## config.mk

```make
export PLATFORM = sky130hd
export DESIGN_NAME = glyph_rle_pixel_decoder_unit_flat
export DESIGN_NICKNAME = d
export VERILOG_FILES = /design/src/rtl/grle_pkg.sv /design/src/rtl/grle_req_if.sv /design/src/rtl/grle_rsp_if.sv /design/src/rtl/grle_code_decode.sv /design/src/rtl/glyph_rle_pixel_decoder_unit.sv /design/src/flat_wrapper.sv
export SDC_FILE = /design/constraint.sdc
export NUM_CORES = 1
export LEC_CHECK = 0
export ABC_AREA = 1
export BUFFER_PORTS_ARGS = -buffer_cell sky130_fd_sc_hd__buf_2
export CAP_MARGIN = 30
export CORE_AREA = 3 3 134 136
export DETAILED_ROUTE_END_ITERATION = 10
export DIE_AREA = 0 0 137 139
export GPL_TIMING_DRIVEN = 0
export SLEW_MARGIN = 10
export SYNTH_ARGS = -nofsm -noshare
export SYNTH_HDL_FRONTEND = slang
export SYNTH_HIERARCHICAL = 1
export SYNTH_SLANG_ARGS = --single-unit
```

## constraint.sdc

```tcl
create_clock -name clock -period 9.7 [get_ports clock]
set_input_delay 0.97 -clock clock [delete_from_list [all_inputs] [get_ports clock]]
set_output_delay 0.97 -clock clock [all_outputs]
set_load 0.02 [all_outputs]
```

## src/rtl/grle_pkg.sv

```systemverilog
// Shared types and constants for the glyph run-length pixel decoder.
package grle_pkg;

   localparam logic [3:0] PIX_WHITE = 4'h0;
   localparam logic [3:0] PIX_BLACK = 4'hf;

   // Pattern selected by the top three bits of a code byte.
   localparam logic [2:0] PAT_WHITE_RUN   = 3'd0;
   localparam logic [2:0] PAT_BLACK_RUN   = 3'd1;
   localparam logic [2:0] PAT_WHITE_B1    = 3'd2;
   localparam logic [2:0] PAT_WHITE_B2    = 3'd3;
   localparam logic [2:0] PAT_WHITE_GREYA = 3'd4;
   localparam logic [2:0] PAT_WHITE_GREYB = 3'd5;
   localparam logic [2:0] PAT_GREY_PAIRA  = 3'd6;
   localparam logic [2:0] PAT_GREY_PAIRB  = 3'd7;

   localparam int PROD_BITS = 16;
   localparam int LIM_BITS  = PROD_BITS + 1;
   localparam int IDX_OUT_BITS = 16;

   // Two pixel segments: first a run of up to 31, then up to two of another value.
   typedef struct packed {
      logic [3:0] first_value;
      logic [4:0] first_count;
      logic [3:0] second_value;
      logic [1:0] second_count;
   } plan_type;

endpackage

```

## src/rtl/grle_req_if.sv

```systemverilog
// Request channel: one run-length code byte with glyph start information.
interface grle_req_if;
   logic       valid;
   logic       ready;
   logic [7:0] code_byte;
   logic       start_glyph;
   logic [7:0] glyph_width;

   modport source (output valid, output code_byte, output start_glyph,
                   output glyph_width, input ready);
   modport sink (input valid, input code_byte, input start_glyph,
                 input glyph_width, output ready);
endinterface

```

## src/rtl/grle_rsp_if.sv

```systemverilog
// Response channel: one decoded pixel.
interface grle_rsp_if;
   logic        valid;
   logic        ready;
   logic [3:0]  pixel_value;
   logic [15:0] pixel_index;
   logic        last_of_run;
   logic        glyph_full;

   modport source (output valid, output pixel_value, output pixel_index,
                   output last_of_run, output glyph_full, input ready);
   modport sink (input valid, input pixel_value, input pixel_index,
                 input last_of_run, input glyph_full, output ready);
endinterface

```

## src/rtl/grle_code_decode.sv

```systemverilog
// Code byte decoder: turns a code byte into a two-segment pixel plan.
module grle_code_decode (
   input  logic [7:0]         code_byte,
   output grle_pkg::plan_type plan
);
   import grle_pkg::*;

   logic [4:0] run5;
   logic [2:0] hi3;
   logic [2:0] lo3;

   assign run5 = code_byte[4:0];
   assign hi3  = code_byte[5:3];
   assign lo3  = code_byte[2:0];

   always_comb begin
      unique case (code_byte[7:5])
         PAT_WHITE_RUN: begin
            plan = '{PIX_WHITE, run5, PIX_WHITE, 2'd0};
         end
         PAT_BLACK_RUN: begin
            plan = '{PIX_BLACK, run5, PIX_WHITE, 2'd0};
         end
         PAT_WHITE_B1: begin
            plan = '{PIX_WHITE, run5, PIX_BLACK, 2'd1};
         end
         PAT_WHITE_B2: begin
            plan = '{PIX_WHITE, run5, PIX_BLACK, 2'd2};
         end
         PAT_WHITE_GREYA, PAT_WHITE_GREYB: begin
            plan = '{PIX_WHITE, {2'b00, hi3}, {lo3, 1'b0}, 2'd1};
         end
         PAT_GREY_PAIRA, PAT_GREY_PAIRB: begin
            plan = '{{hi3, 1'b0}, 5'd1, {lo3, 1'b0}, 2'd1};
         end
      endcase
   end
endmodule

```

## src/rtl/glyph_rle_pixel_decoder_unit.sv

```systemverilog
// Top level of the glyph run-length pixel decoder.
//
//   channel  | role   | moves
//   ---------+--------+----------------------------------------------
//   req_ch   | sink   | one code byte item, optional glyph start/width
//   rsp_ch   | source | one pixel item per cycle while a byte expands, unless rsp_ch stalls
//   csr_*    | write  | char_height, sampled when a glyph starts
//
// A code byte is accepted in idle, passes a limit state first when it
// starts a glyph, then steps each pixel through the shared position
// compare/increment unit, plus a step at each segment end.
// Reset is synchronous: no glyph, limit 0, char_height 16.
// A stalled rsp_ch holds the pixel sequencer; req_ch is ready only when idle.
module glyph_rle_pixel_decoder_unit #(
   parameter int INDEX_BITS = 16
) (
   input  logic       clock,
   input  logic       reset,
   grle_req_if.sink   req_ch,
   grle_rsp_if.source rsp_ch,
   input  logic       csr_we,
   input  logic [7:0] csr_wdata
);
   import grle_pkg::*;

   localparam int LW  = INDEX_BITS + 1;
   localparam int CW  = (LW > LIM_BITS) ? LW : LIM_BITS;
   localparam int MW  = (LW > IDX_OUT_BITS) ? LW : IDX_OUT_BITS;

   localparam logic [1:0] ST_IDLE  = 2'd0;
   localparam logic [1:0] ST_LIMIT = 2'd1;
   localparam logic [1:0] ST_RUN   = 2'd2;

   logic [1:0]           state_ff, state_in;
   logic [7:0]           height_ff;
   logic [PROD_BITS-1:0] prod_ff;
   logic [LW-1:0]        limit_ff, limit_in;
   logic [LW-1:0]        pos_ff, pos_in;
   logic                 full_ff, full_in;
   logic                 seg_ff, seg_in;
   logic [4:0]           cnt_ff, cnt_in;
   logic [3:0]           v1_ff, v2_ff;
   logic [1:0]           c2_ff;
   plan_type             plan;

   logic                 rsp_valid_ff, rsp_valid_in;
   logic [3:0]           pix_ff;
   logic [15:0]          idx_ff;
   logic                 last_ff, gfull_ff;

   logic                 accept;
   logic                 step;
   logic                 drop;
   logic                 emit;
   logic [LW-1:0]        pos_next;
   logic                 fill;
   logic [LIM_BITS-1:0]  even_prod;
   logic [CW-1:0]        prod_ext, cap_ext;
   logic [MW-1:0]        pos_wide;

   grle_code_decode u_decode (
      .code_byte (req_ch.code_byte),
      .plan      (plan)
   );

   assign req_ch.ready = (state_ff == ST_IDLE);
   assign accept       = req_ch.valid && req_ch.ready;
   assign step         = (state_ff == ST_RUN) && (!rsp_valid_ff || rsp_ch.ready);

   // Shared position unit: limit check and increment.
   assign drop     = full_ff || (pos_ff >= limit_ff);
   assign pos_next = pos_ff + LW'(1);
   assign fill     = (pos_next == limit_ff);
   assign emit     = step && (cnt_ff != 5'd0) && !drop;

   // Round the product up to even, then clamp to the index range.
   assign even_prod = {1'b0, prod_ff} + LIM_BITS'(prod_ff[0]);
   assign prod_ext  = CW'(even_prod);
   assign cap_ext   = CW'(1) << INDEX_BITS;
   assign limit_in  = (prod_ext > cap_ext) ? LW'(cap_ext) : LW'(prod_ext);

   assign pos_wide  = MW'(pos_ff);

   always_comb begin
      state_in = state_ff;
      pos_in   = pos_ff;
      full_in  = full_ff;
      seg_in   = seg_ff;
      cnt_in   = cnt_ff;
      unique case (state_ff)
         ST_IDLE: begin
            if (accept) begin
               seg_in   = 1'b0;
               cnt_in   = plan.first_count;
               state_in = req_ch.start_glyph ? ST_LIMIT : ST_RUN;
            end
         end
         ST_LIMIT: begin
            pos_in   = '0;
            full_in  = (limit_in == '0);
            state_in = ST_RUN;
         end
         ST_RUN: begin
            if (step) begin
               if (cnt_ff == 5'd0) begin
                  if (!seg_ff && c2_ff != 2'd0) begin
                     seg_in = 1'b1;
                     cnt_in = {3'b000, c2_ff};
                  end else begin
                     state_in = ST_IDLE;
                  end
               end else if (drop) begin
                  // Glyph is full: drop the rest of this byte.
                  full_in  = 1'b1;
                  state_in = ST_IDLE;
               end else begin
                  pos_in  = pos_next;
                  full_in = fill;
                  cnt_in  = cnt_ff - 5'd1;
               end
            end
         end
         default: begin
            state_in = ST_IDLE;
         end
      endcase
   end

   always_comb begin
      rsp_valid_in = rsp_valid_ff;
      if (emit) begin
         rsp_valid_in = 1'b1;
      end else if (rsp_ch.ready) begin
         rsp_valid_in = 1'b0;
      end
   end

   always_ff @(posedge clock) begin
      if (reset) begin
         state_ff     <= ST_IDLE;
         height_ff    <= 8'd16;
         limit_ff     <= '0;
         pos_ff       <= '0;
         full_ff      <= 1'b0;
         seg_ff       <= 1'b0;
         cnt_ff       <= 5'd0;
         rsp_valid_ff <= 1'b0;
      end else begin
         state_ff     <= state_in;
         pos_ff       <= pos_in;
         full_ff      <= full_in;
         seg_ff       <= seg_in;
         cnt_ff       <= cnt_in;
         rsp_valid_ff <= rsp_valid_in;
         if (csr_we) begin
            height_ff <= csr_wdata;
         end
         if (state_ff == ST_LIMIT) begin
            limit_ff <= limit_in;
         end
      end
   end

   always_ff @(posedge clock) begin
      if (accept) begin
         prod_ff <= PROD_BITS'(req_ch.glyph_width) * PROD_BITS'(height_ff);
         v1_ff   <= plan.first_value;
         v2_ff   <= plan.second_value;
         c2_ff   <= plan.second_count;
      end
      if (emit) begin
         pix_ff   <= seg_ff ? v2_ff : v1_ff;
         idx_ff   <= pos_wide[15:0];
         gfull_ff <= fill;
         last_ff  <= fill || ((cnt_ff == 5'd1) && (seg_ff || c2_ff == 2'd0));
      end
   end

   assign rsp_ch.valid       = rsp_valid_ff;
   assign rsp_ch.pixel_value = pix_ff;
   assign rsp_ch.pixel_index = idx_ff;
   assign rsp_ch.last_of_run = last_ff;
   assign rsp_ch.glyph_full  = gfull_ff;

   a_pos_in_limit: assert property (@(posedge clock) disable iff (reset)
      (state_ff == ST_RUN) |-> (pos_ff <= limit_ff))
      else $error("pixel position past glyph limit");

   a_full_is_last: assert property (@(posedge clock) disable iff (reset)
      (rsp_valid_ff && gfull_ff) |-> last_ff)
      else $error("glyph full pixel not marked last of run");

   a_no_emit_full: assert property (@(posedge clock) disable iff (reset)
      emit |-> !full_ff)
      else $error("pixel emitted after glyph full");

   a_emit_shows: assert property (@(posedge clock) disable iff (reset)
      emit |=> rsp_valid_ff)
      else $error("emitted pixel not presented");

   a_idle_after_full: assert property (@(posedge clock) disable iff (reset)
      (step && cnt_ff != 5'd0 && drop) |=> (state_ff == ST_IDLE))
      else $error("sequencer continued past full glyph");
endmodule

```

## src/flat_wrapper.sv

```systemverilog
// flat-port wrapper written by rule: the top's interface ports become plain ports
module glyph_rle_pixel_decoder_unit_flat import grle_pkg::*;
#(
   parameter int INDEX_BITS = 16
)
  (clock, reset, csr_we, csr_wdata, req_ch_valid, req_ch_code_byte, req_ch_start_glyph, req_ch_glyph_width, req_ch_ready, rsp_ch_valid, rsp_ch_pixel_value, rsp_ch_pixel_index, rsp_ch_last_of_run, rsp_ch_glyph_full, rsp_ch_ready);
  grle_req_if req_ch_i ();
  grle_rsp_if rsp_ch_i ();
  input  logic clock;
  input  logic reset;
  input  logic csr_we;
  input  logic [7:0] csr_wdata;
  input wire logic [$bits(req_ch_i.valid)-1:0] req_ch_valid;
  input wire logic [$bits(req_ch_i.code_byte)-1:0] req_ch_code_byte;
  input wire logic [$bits(req_ch_i.start_glyph)-1:0] req_ch_start_glyph;
  input wire logic [$bits(req_ch_i.glyph_width)-1:0] req_ch_glyph_width;
  output wire logic [$bits(req_ch_i.ready)-1:0] req_ch_ready;
  output wire logic [$bits(rsp_ch_i.valid)-1:0] rsp_ch_valid;
  output wire logic [$bits(rsp_ch_i.pixel_value)-1:0] rsp_ch_pixel_value;
  output wire logic [$bits(rsp_ch_i.pixel_index)-1:0] rsp_ch_pixel_index;
  output wire logic [$bits(rsp_ch_i.last_of_run)-1:0] rsp_ch_last_of_run;
  output wire logic [$bits(rsp_ch_i.glyph_full)-1:0] rsp_ch_glyph_full;
  input wire logic [$bits(rsp_ch_i.ready)-1:0] rsp_ch_ready;
  assign req_ch_i.valid = req_ch_valid;
  assign req_ch_i.code_byte = req_ch_code_byte;
  assign req_ch_i.start_glyph = req_ch_start_glyph;
  assign req_ch_i.glyph_width = req_ch_glyph_width;
  assign req_ch_ready = req_ch_i.ready;
  assign rsp_ch_valid = rsp_ch_i.valid;
  assign rsp_ch_pixel_value = rsp_ch_i.pixel_value;
  assign rsp_ch_pixel_index = rsp_ch_i.pixel_index;
  assign rsp_ch_last_of_run = rsp_ch_i.last_of_run;
  assign rsp_ch_glyph_full = rsp_ch_i.glyph_full;
  assign rsp_ch_i.ready = rsp_ch_ready;
  glyph_rle_pixel_decoder_unit #(.INDEX_BITS(INDEX_BITS)) u_core (.clock(clock), .reset(reset), .req_ch(req_ch_i), .rsp_ch(rsp_ch_i), .csr_we(csr_we), .csr_wdata(csr_wdata));
endmodule
```

==> run metrics, run 1 <==
status finished clean; synthesized area 7550 um2; total of max-cap violations 0; fin nets 1162; Slew Limit Fails 0; Synth Net Count 1105; Layout fillers 1695; # DRC 0; Post-Route WL 16.4 mm; htree depth 3; peak supply drop ~0.00010 V; Final Hold Vio Count 0; Setup Skew ~0.009 ns; sw power 557 uW; Die X 137 um; routed wl met2 7.71 mm; Area after DPL 8100 um2; dominant cells by area after synthesis edfxtp_1 (19%), dfxtp_1 (14%), nand2_1 (11%); clock sinks 99; Leak between 4 and 5 nW; number of buffers created by CTS 9; top routing layer used met4; Worst-Margin Slew 0.672 ns; Worst EP arrival 4.88 ns; fin util 49.1%; 1st-iter DRT viols between 200 and 300; internal reg-to-reg setup slack 5.11 ns; Detail Route Antenna Nets 0; #FFs+latches synth 99; Yosys Warn Count 6; Post-synth top flop dfxtp_1; Seq. cell area 2460 um2; commonest non-fill, non-tap cell in the layout nand2_1; Post-CTS Hold Buffers 0; RSZ-0062 raised after global routing false; Crit Path Class input pin to flop; Initial Util 44.3%; drt pass-1 iters 4; Final Critical Period 4.80 ns; DR vias/cell 4.84; number of global-route vias before repair 6004; later-pin clock latency in the skew report 0.35 ns; post-synthesis average cell area 7.68 um2; combinational power share between 30% and 40%; via count 6153; cells after synthesis 983; f_max 0.209 GHz; CTS Buffer Depth 2; root buf cell clkbuf_16; endpoint type of the worst setup path flop; ys async rst share 0%; Reg power frac 39.6%; Placement Rows 48; worst hold path type flop to flop; total global routing overflow 0; Worst-path clk slew approximately 0.070 ns; Crit path required time 9.79 ns; top cell type's share of synthesized area 19.1%; CTS tree yes; post-synth cell types 47; antenna violations before repair 0; EDFF count, synth 48; post-synthesis sequential area ratio about a third; final worst path period share 49.4%; largest area contributor in the netlist edfxtp_1; PwrDens 174 nW/um2; Clock Power Share 22.5%; Die Y 139 um; postcts setup bufs 0; Pwr Total 1.45 mW; wire length on met1 approximately 7.8 mm; largest net degree at the start of global routing 18; setup TNS 0 ns; placed wire-length estimate 13.4 mm; IO Port Bufs 44; Syn-to-layout area delta 10.8%; DR WL met3 522 um; cell area after layout approximately 8400 um2; Sw Ratio a little under two fifths; Total Routing Usage GR around 18%; Cell Int Power 896 uW; Slew HR a little under three fifths; Boundary Pins 54; antenna cells 0; multi-input combinational cell area 4200 um2; GP Congestion 0.906; commonest non-fill, non-tap cells in the layout nand2_1 (223), inv_1 (190), nor2_1 (75); Core Footprint 17100 um2; share of cells above drive strength 1 around a tenth; first-pass GRT wire length ~29 mm; drt wl/cell 12.9 um; die area 19000 um2; CP Launch Type input pin; CTS resizes 0; crit-path max FO 8; Min Hold Slack about 0.49 ns; setup violators final 0
[power by group through the flow]
stage / clock (mW) / combinational (mW) / sequential [mW]
after floorplan: 0 / 0.409 / 0.583
after global placement: 0 / 0.541 / 0.585
after detailed placement: 0 / 0.553 / 0.584
after CTS: 0.335 / 0.557 / 0.575
after global routing: 0.351 / 0.643 / 0.584
final: 0.327 / 0.551 / 0.575
[per-layer routing]
| metal | vias to the layer above | track usage, % |
|---|---|---|
| li1 | 3216 | - |
| met1 | 2805 | 25.1 |
| met2 | 112 | 30.2 |
| met3 | 20 | 2.83 |
| met4 | 0 | 5.93 |
| met5 | - | 0 |
[final cells by class]
cell class / instances / area share [%]
well taps: 225 / 3.36
clock inverters: 7 / 0.508
clock buffers: 9 / 2.69
repair buffers: 46 / 3.14
flip-flops and latches: 99 / 29.4
plain buffers: 31 / 1.72
inverters: 198 / 8.97
multi-input cells: 655 / 50.2
[Yosys cell counts (all sizes together) (2+ instances only)]
master / count
a221o: 2
nor2: 82
edfxtp: 48
xor2: 23
nand2: 233
nand3b: 2
buf: 8
o211ai: 5
ha: 56
inv: 196
nand4: 14
nand3: 57
clkinv: 2
nor3: 14
xnor2: 8
o21bai: 3
clkbuf: 23
o21ai: 56
fa: 36
a21oi: 53
dfxtp: 51
[registers in the layout, indices dropped and copies added (netlist names)]
signal,cells
u_core/rsp_ch.last_of_run,1
u_core/c2_ff,2
u_core/v2_ff,4
u_core/full_ff,1
u_core/pos_ff,17
u_core/cnt_ff,5
u_core/rsp_ch.valid,1
u_core/height_ff,8
u_core/state_ff,2
u_core/rsp_ch.pixel_index,16
u_core/seg_ff,1
u_core/rsp_ch.pixel_value,4
u_core/prod_ff,16
u_core/v1_ff,4
u_core/limit_ff,16
u_core/rsp_ch.glyph_full,1
[critical path, stage by stage]
cell and delay [ns]:
clkbuf_1 0.30, nand2_1 0.15, fa_1 0.54, fa_1 0.55
inv_1 0.05, fa_1 0.53, inv_1 0.05, fa_1 0.53
inv_1 0.04, ha_1 0.33, nand2_1 0.06, nor2_1 0.10
nand2_1 0.06, o211ai_1 0.12, nand3_1 0.10, nand2_1 0.11
nand2_1 0.06, a21oi_1 0.16, xor2_1 0.08
[through the flow]
stage	setup WS (ns)	instances
CTS	4.87	1270
floorplan	4.87	983
detailed placement	4.52	1254
global placement	4.55	1252
finish	4.90	1270
global route	4.54	1270
[final timing paths]
path | cells after the start | startpoint | end
max | 19 | req_ch_glyph_width[0] | u_core/prod_ff[14]
min | 2 | u_core/limit_ff[2] | u_core/limit_ff[2]
max reg2reg | 19 | u_core/height_ff[7] | u_core/prod_ff[14]
min reg2reg | 2 | u_core/limit_ff[2] | u_core/limit_ff[2]
[kinds of logic (layout without fill, tap and decap cells)]
logic type | count (synthesis) | count (layout) | synth area share (%)
adders and majority gates | 92 | 92 | 18.8
AOI/OAI and AO/OA | 125 | 125 | 9.23
and+or+nand+nor | 406 | 406 | 23.6
xor gates and xnor gates | 32 | 32 | 3.89
DFF | 99 | 99 | 32.6
buffers and inverters | 229 | 291 | 11.8
No activity file was read; power rests on OpenSTA's default activity.
==> run 2: changes to the inputs <==
--- a/config.mk
+++ b/config.mk
@@ -5,12 +5,12 @@
 export SDC_FILE = /design/constraint.sdc
 export NUM_CORES = 1
 export LEC_CHECK = 0
-export ABC_AREA = 1
+export ABC_AREA = 0
 export BUFFER_PORTS_ARGS = -buffer_cell sky130_fd_sc_hd__buf_2
 export CAP_MARGIN = 30
-export CORE_AREA = 3 3 134 136
+export CORE_AREA = 3 3 133 135
 export DETAILED_ROUTE_END_ITERATION = 10
-export DIE_AREA = 0 0 137 139
+export DIE_AREA = 0 0 136 138
 export GPL_TIMING_DRIVEN = 0
 export SLEW_MARGIN = 10
 export SYNTH_ARGS = -nofsm -noshare
==> constraint.sdc (replaced) <==
create_clock -name clock -period 4.2 [get_ports clock]
set_input_delay 0.42 -clock clock [delete_from_list [all_inputs] [get_ports clock]]
set_output_delay 0.42 -clock clock [all_outputs]
set_load 0.02 [all_outputs]
==> run 2 against run 1 <==
Hold slack got worse by 0.20 ns. Synthesized cell count decreased by 18%. Clock power up 150%. Total power is 98% higher. Register-to-register slack got worse by 5.1 ns. Combinational power increased by 62%. Clock skew shrank 0.0025 ns. First-iteration DRC count is 46% higher. Sequential share of layout area is 0.12 points lower. Synthesized area shrank 1.7%. Global-route usage increased by 0.29 points.
==> run metrics, run 2 <==
status finished clean (unchanged); Slew Limit Fails 0 (unchanged); final std cells w/o fill 1101 (was 1270); htree depth 3 (unchanged); Detail Route Antenna Nets 0 (unchanged); Placement Rows 47 (was 48); post-synth cell types 71 (was 47); final worst path period share 99.2%; die area 18800 um2 (was 19000 um2); GP Congestion 0.864 (was 0.906); worst hold path type input pin to flop (was flop to flop); commonest non-fill, non-tap cell in the layout inv_1 (was nand2_1); drt pass-1 iters 5 (was 4); PwrDens 339 nW/um2 (was 174 nW/um2); Worst-path clk slew 0.06 ns (was 0.07 ns); most flop-heavy register u_core/pos_ff (unchanged); Layout fillers 1610 (was 1695); first-pass GRT wire length 28.7 mm (was 28.6 mm); Worst EP arrival 4.26 ns (was 4.88 ns); number of global-route vias before repair 5762 (was 6004); Post-Route WL 17.3 mm (was 16.4 mm); fin nets 998 (was 1162); ys async rst share 0% (unchanged); Die X 136 um (was 137 um); setup violators final 0 (unchanged); total of max-cap violations 0 (unchanged); Syn-to-layout area delta 14.3% (was 10.8%); count leader, synth inv_1 (was nand2_1); Crit Path Class flop to flop (was input pin to flop); antenna violations before repair 0 (unchanged); crit-path max FO 6 (was 8); Crit Reg-Reg Startpoint u_core/height_ff[2] (was u_core/height_ff[7]); placed wire-length estimate 13.2 mm (was 13.4 mm); multi-input combinational cell area 4620 um2 (was 4200 um2); Crit path required time 4.29 ns (was 9.79 ns); Leak 3.53 nW (was 4.21 nW); Initial Util 44.7% (was 44.3%); antenna cells 0 (unchanged); HP Start csr_wdata[4] (was u_core/limit_ff[2]); RSZ-0062 raised after global routing true (was false); drt wl/cell 15.7 um (was 12.9 um); synthesized area 7420 um2 (was 7550 um2); Pwr Total 2.87 mW (was 1.45 mW); number of buffers created by CTS 9 (unchanged); Worst-Margin Slew 0.849 ns (was 0.672 ns); top cell type's share of synthesized area 19.4% (was 19.1%); cell count after placement 1078 (was 1254); CTS Buffer Depth 2 (unchanged); peak supply drop 0.000236 V (was 0.000101 V); CTS tree yes (unchanged); Total Routing Usage GR 18.8% (was 18.5%); endpoint type of the worst setup path flop (unchanged); Yosys Warn Count 6 (unchanged); max FFs per register 17 (unchanged); 1st-iter DRT viols 383 (was 262); Boundary Pins 54 (unchanged); commonest non-fill, non-tap cells in the layout inv_1 (81), nor2_1 (64), nand2_1 (58) (was nand2_1 (223), inv_1 (190), nor2_1 (75)); cell area after layout 8480 um2 (was 8370 um2); post-synthesis average cell area 9.22 um2 (was 7.68 um2); f_max 0.240 GHz; Core Footprint 16600 um2 (was 17100 um2); root buf cell clkbuf_16 (unchanged); Final Hold Vio Count 0 (unchanged); most frequent cells after synthesis inv_1 (84), nor2_1 (64), nand2_1 (60) (was nand2_1 (223), inv_1 (190), nor2_1 (77)); clock sinks 99 (unchanged); cells after synthesis 805 (was 983); largest area contributor in the netlist edfxtp_1 (unchanged); crit path from u_core/height_ff[2] (was req_ch_glyph_width[0]); Post-synth top flop dfxtp_1 (unchanged); # DRC 0 (unchanged); Area after DPL 8060 um2 (was 8100 um2); dominant cells by area after synthesis edfxtp_1 (19%), dfxtp_1 (14%), fa_1 (9.7%) (was edfxtp_1 (19%), dfxtp_1 (14%), nand2_1 (11%)); total global routing overflow 0 (unchanged); #FFs+latches synth 99 (unchanged); Seq. cell area 2480 um2 (was 2460 um2); Setup Skew 0.00664 ns (was 0.00917 ns); Synth Net Count 927 (was 1105); largest net degree at the start of global routing 32 (was 18); fin util 51.1% (was 49.1%); post-synthesis sequential area ratio 33.2% (was 32.6%); DR vias/cell 5.37 (was 4.84); Final Critical Period around 4.2 ns; later-pin clock latency in the skew report 0.34 ns (was 0.35 ns); EDFF count, synth 48 (unchanged); CP Launch Type flop (was input pin); share of cells above drive strength 1 14.8% (was 10.1%); Die Y 138 um (was 139 um); via count 5912 (was 6153); Slew HR 42.9% (was 55.2%); IO Port Bufs 52 (was 44)
## run 2: critical path, cell delays in order (launching register included)
cell,delay [ns]
dfxtp_4,0.37
and2_4,0.15
fa_1,0.58
fa_1,0.44
fa_1,0.49
inv_1,0.05
fa_1,0.51
inv_2,0.04
ha_4,0.17
nor3_2,0.10
o211ai_1,0.15
a31oi_4,0.22
nor2b_1,0.06
o21a_1,0.19
o41ai_2,0.30
xnor2_1,0.09
## run 2: logic make-up after synthesis
| group | count (synthesis) | synth area share, % |
|---|---|---|
| xor+xnor | 52 | 6.14 |
| compound gates | 132 | 12.0 |
| simple gates | 299 | 21.1 |
| buf+inv | 116 | 6.34 |
| mux | 15 | 2.09 |
| fa+ha+maj | 92 | 19.2 |
| flops | 99 | 33.2 |
## run 2: path summary, 6_finish.rpt
kind / end / slack, ns / cells past startpoint
setup / recovery: u_core/prod_ff[14] / 0.03 / 15
setup reg to reg: u_core/prod_ff[14] / 0.03 / 15
hold / removal: u_core/height_ff[4] / 0.29 / 3
hold reg to reg: u_core/rsp_ch.pixel_index[8] / 0.46 / 0
## run 2: metal layers
| layer | up-vias | wire (um) | track usage, % |
|---|---|---|---|
| met4 | 0 | 284 | 5.15 |
| met3 | 23 | 770 | 3.60 |
| met2 | 133 | 8430 | 32.0 |
| met1 | 2799 | 7820 | 24.3 |
| li1 | 2957 | - | - |
| met5 | - | 0 | 0 |
## run 2: report_power, final
group / total (mW) / switching (mW) / leakage, nW / internal, mW
Clock: 0.808 / 0.347 / 0.138 / 0.461
Sequential: 1.17 / 0.0634 / 0.895 / 1.11
Combinational: 0.891 / 0.509 / 2.49 / 0.383
## run 2: cell type report
| class | count | area share, % |
|---|---|---|
| Inverter | 84 | 3.72 |
| Sequential cell | 99 | 29.3 |
| Tap cell | 220 | 3.25 |
| Buffer | 32 | 1.83 |
| Multi-Input combinational cell | 590 | 54.5 |
| Timing Repair Buffer | 60 | 4.06 |
| Clock buffer | 13 | 2.83 |
| Clock inverter | 3 | 0.472 |
## run 2: metrics by stage
step	setup TNS, ns	setup slack, ns	hold slack, ns
after floorplan	0	0.000916	0.429
after global placement	-1.02	-0.370	0.447
after detailed placement	-0.997	-0.367	0.446
after CTS	-0.00673	-0.00673	0.281
after global routing	-0.216	-0.162	0.311
final	0	0.0348	0.295
## run 2: repair_timing
action	in CTS	in global routing
pin swaps	1	29
buffers inserted	0	7
endpoints found under the setup margin	4	4
hold endpoints to repair	0	0
resized for setup	10	20
gates cloned	0	0
hold buffers	0	0
